$ cat src/rtl/mnos_pkg.sv
// Shared types and constants for the note-off scheduler.
package mnos_pkg;

   localparam int DEFAULT_TABLE_DEPTH = 32;
   localparam int POS_W = 6;

   localparam logic [1:0] MODE_ADD     = 2'd0;
   localparam logic [1:0] MODE_ADVANCE = 2'd1;
   localparam logic [1:0] MODE_FLUSH   = 2'd2;

   localparam logic [1:0] KIND_EVENT  = 2'd0;
   localparam logic [1:0] KIND_STATUS = 2'd1;
   localparam logic [1:0] KIND_DONE   = 2'd2;

   localparam logic [7:0] STATUS_NOTE_OFF = 8'h80;
   localparam logic [7:0] STATUS_NOTE_ON  = 8'h90;
   localparam logic [6:0] VEL_ZERO        = 7'h00;

   typedef struct packed {
      logic [3:0]  chan;
      logic [6:0]  key;
      logic [7:0]  vel;
      logic [31:0] left;
   } entry_type;

   typedef enum logic [1:0] {
      CELL_HOLD,
      CELL_LOAD,
      CELL_SHIFT,
      CELL_SUB
   } cell_op_type;

   typedef struct packed {
      cell_op_type      op;
      logic [POS_W-1:0] pos;
      logic [31:0]      step;
      entry_type        entry;
   } cell_ctl_type;

   typedef enum logic [2:0] {
      ST_IDLE,
      ST_FLUSH,
      ST_MIN,
      ST_SUB,
      ST_EMIT,
      ST_DONE
   } state_type;

endpackage

$ cat src/rtl/mnos_cell.sv
// One table cell: holds a note, loads, shifts toward the head or subtracts.
module mnos_cell #(
   parameter int IDX = 0
) (
   input  logic                  clock,
   input  mnos_pkg::cell_ctl_type ctl,
   input  mnos_pkg::entry_type   next_entry,
   input  mnos_pkg::entry_type   recirc_entry,
   output mnos_pkg::entry_type   entry
);
   import mnos_pkg::*;

   entry_type entry_ff, entry_in;
   logic      at_pos, below_pos;

   assign at_pos    = (ctl.pos == POS_W'(IDX));
   assign below_pos = (POS_W'(IDX) < ctl.pos);

   always_comb begin
      entry_in = entry_ff;
      case (ctl.op)
         CELL_LOAD: begin
            if (at_pos) entry_in = ctl.entry;
         end
         CELL_SHIFT: begin
            if (below_pos) entry_in = next_entry;
            else if (at_pos) entry_in = recirc_entry;
         end
         CELL_SUB: begin
            entry_in.left = entry_ff.left - ctl.step;
         end
         default: ;
      endcase
   end

   always_ff @(posedge clock) begin
      entry_ff <= entry_in;
   end

   assign entry = entry_ff;

endmodule

$ cat config.mk
export PLATFORM = sky130hd
export DESIGN_NAME = mnos_cell
export DESIGN_NICKNAME = d
export VERILOG_FILES = /design/src/rtl/mnos_pkg.sv /design/src/rtl/mnos_cell.sv
export SDC_FILE = /design/constraint.sdc
export NUM_CORES = 1
export LEC_CHECK = 0
export BUFFER_PORTS_ARGS = -buffer_cell sky130_fd_sc_hd__clkbuf_2
export CORE_AREA = 4 4 132 134
export CTS_CLUSTER_SIZE = 30
export DETAILED_ROUTE_END_ITERATION = 8
export DIE_AREA = 0 0 136 138
export GPL_ROUTABILITY_DRIVEN = 0
export MAX_ROUTING_LAYER = met4
export PLACE_DENSITY_LB_ADDON = 0.12
export SLEW_MARGIN = 20
export SYNTH_ARGS = -nofsm -noshare
export SYNTH_HDL_FRONTEND = slang
export SYNTH_SLANG_ARGS = --single-unit
$ cat constraint.sdc
create_clock -name clock -period 10.55 [get_ports clock]
set_input_delay 2.11 -clock clock [delete_from_list [all_inputs] [get_ports clock]]
set_output_delay 2.11 -clock clock [all_outputs]
set_load 0.05 [all_outputs]
==> qor.yml <==
final_layout:
  mostFrequentLayoutCells: "clkbuf_2, nand2_1, a21oi_1"
  nets: 1010
  largest_register_ffs: 51
  drive_gt1_frac: 0.339
  multi_input_area_um2: 2820
  synthToLayoutAreaGrowth_pct: 33.9
  num-fill-cells: 1787
  regArea_um2: 1530
  final_common_cell: "clkbuf_2"
yosys:
  syn_avg_cell_area_um2: 8.29
  synth_compound_area_frac: 0.237
  syn-instance-count: 557
  synth_fa_ha_area_frac: 0.0883
  async_reset_ff_frac: 0
  synth_nets: 783
  synth_mux_area_frac: 0.0677
  ys_ff_latch: 51
  ys.flop_type: "edfxtp_1"
  yosysUniqueCellTypes: 57
  synth-simple-area-share: 0.170
  synth_xor_area_frac: 0.0474
  synth_area_um2: 4620
  synth-edff-count: 51
  synth_warnings: 0
  synth_top_family_by_area: "compound AO/OA/AOI/OAI gates"
  seq_area_frac_synth: 0.332
power_and_ir_drop:
  p_leak_nw: 3.16
  ir_worst_vdd_v: 0.0000574
  power_per_cell_area_nw_per_um2: 123
worst_setup_path:
  r2r_end: "entry[30]"
  endpoint: "entry[30]"
  rrSetupSlack_ns: 6.94
  endpoint_kind: "flip-flop"
  cp_max_fo: 3
  r2r_cells: 12
  worst-endpoint-required_ns: 10.71
  crit_start: "ctl[51]"
  path_class: "input port to flip-flop"
  start_kind: "input port"
  critPathArrivalTime_ns: 5.27
  r2r-start: "entry[0]"
timing:
  fin_worst_skew_ns: 0.00797
  fmax_mhz: 196
  hold_viol_final: 0
  drv_slew: 0
  fin_setup_tns_ns: 0
  rsz0062_at_grt: "false"
  timing.final.ws_setup_ns: 5.44
  min_period_over_period: 0.484
  finalCriticalPeriod_ns: 5.11
  worst_slew_pin_slew_ns: 0.883
  final-setup-viol-count: 0
  relSlewSlack: 0.411
run:
  cap_viol_max_count: 0
cts:
  h-tree-depth: 2
  max-clock-path-buffers: 2
  ctsHoldBuffers: 0
  tritoncts: "built"
  clkTransAtPathRegs_ns: 0.08
  clkLatencyLatePin_ns: 0.30
  cts_sinks: 51
  cts_made_buffers: 5
  cts_root_buf: "clkbuf_16"
  postCtsSetupBuffers: 0
  ctsResizeCount: 0
routing:
  vias: 4887
  drcViolationCount: 0
  via_per_inst: 4.86
  firstDrtPassIters: 4
  drt_wl_total_um: 16700
  drtAntennaViolNets: 0
  wire_per_inst_um: 16.6
  drt-initial-drc-count: 258
status:
  outcome: "finished, final reports clean"
floorplanning:
  rows: 47
  die_h_um: 138
  io_pins: 245
  initial_core_util: 0.284
  dieArea_um2: 18800
  core_area_um2: 16300
  die_w_um: 136
global_route:
  antenna_found_initial: 1
  track_usage: 0.182
  gr-total-overflow: 0
  grt_max_degree: 52
  grt_pass1_wl_um: 26500
  grt_pass1_vias: 5268
place:
  io_buffers: 244
  dp_hpwl_um: 13500
  pre_cts_ws_ns: 5.16
hold_path:
  hold_path_class: "flip-flop to flip-flop"
-- power breakdown --
| part | leakage, nW | internal, W | switching (W) |
|---|---|---|---|
| clock network | 0.0649 | 0.0000867 | 0.0000802 |
| logic | 2.60 | 0.000122 | 0.000209 |
| registers | 0.494 | 0.000249 | 0.0000102 |
| total | 3.16 | 0.000458 | 0.000300 |
-- how the worst min path moves through the flow --
stage	startpoint	endpoint	slack, ns	depth (start not counted)
finish	entry[31]	entry[31]	0.85	3
CTS	entry[31]	entry[31]	0.86	3
global placement	entry[31]	entry[31]	0.83	3
detailed placement	entry[31]	entry[31]	0.84	3
floorplan	entry[31]	entry[31]	1.14	3
global route	entry[31]	entry[31]	0.90	3
-- cells in the mapped netlist (10+ instances only) --
| cell | number | area (um^2) |
|---|---|---|
| a21o_1 | 12 | 90.1 |
| o21ai_0 | 41 | 205 |
| mux2i_1 | 29 | 290 |
| a21oi_1 | 64 | 320 |
| xnor2_1 | 15 | 131 |
| nand2_1 | 81 | 304 |
| nand2b_1 | 10 | 62.6 |
| nor2_1 | 38 | 143 |
| ha_1 | 31 | 388 |
| clkbuf_1 | 26 | 97.6 |
| edfxtp_1 | 51 | 1530 |
| xor2_1 | 10 | 87.6 |
| inv_1 | 40 | 150 |
-- layout make-up --
class,count,share of cell area
well taps,220,0.0445
clock inverters,3,0.00243
multi-input cells,436,0.457
diodes,1,0.000405
flip-flops and latches,51,0.248
inverters,41,0.0249
clock buffers,5,0.0202
repair buffers,249,0.203
-- layer usage --
metal / track usage / part of all wire
met1: 0.221 / 0.43
met5: - / 0
met4: 0.0424 / 0.015
met3: 0.0411 / 0.065
met2: 0.306 / 0.49
-- worst max-delay path: stages --
cell and delay [ns]:
clkbuf_2 0.08, ha_1 0.21, fa_1 0.39, nand2b_1 0.19, a211oi_1 0.40, o2111ai_1 0.22, a211oi_1 0.27, nor2_1 0.14
o311ai_2 0.37, o21bai_1 0.15, or4b_2 0.62, nand4b_1 0.13
-- logic make-up (layout without fill, tap and decap cells) --
logic type / Yosys count / in the layout
mux: 31 / 31
flops: 51 / 51
other cells: 0 / 1
xor+xnor: 25 / 25
fa+ha+maj: 32 / 32
simple gates: 173 / 173
buf+inv: 70 / 298
compound gates: 175 / 175
-- metrics by stage --
stage	hold WS, ns	area [um^2]	total power (W)	cells	util
finish	0.853	6190	0.000758	1006	0.380
detailed placement	0.838	6040	0.000596	997	0.371
global route	0.898	6190	0.000808	1006	0.380
floorplan	1.14	4620	0.000494	557	-
global placement	0.830	6040	0.000594	997	0.371
CTS	0.855	6180	0.000769	1005	0.380
Power figures use the tool's default switching activity.
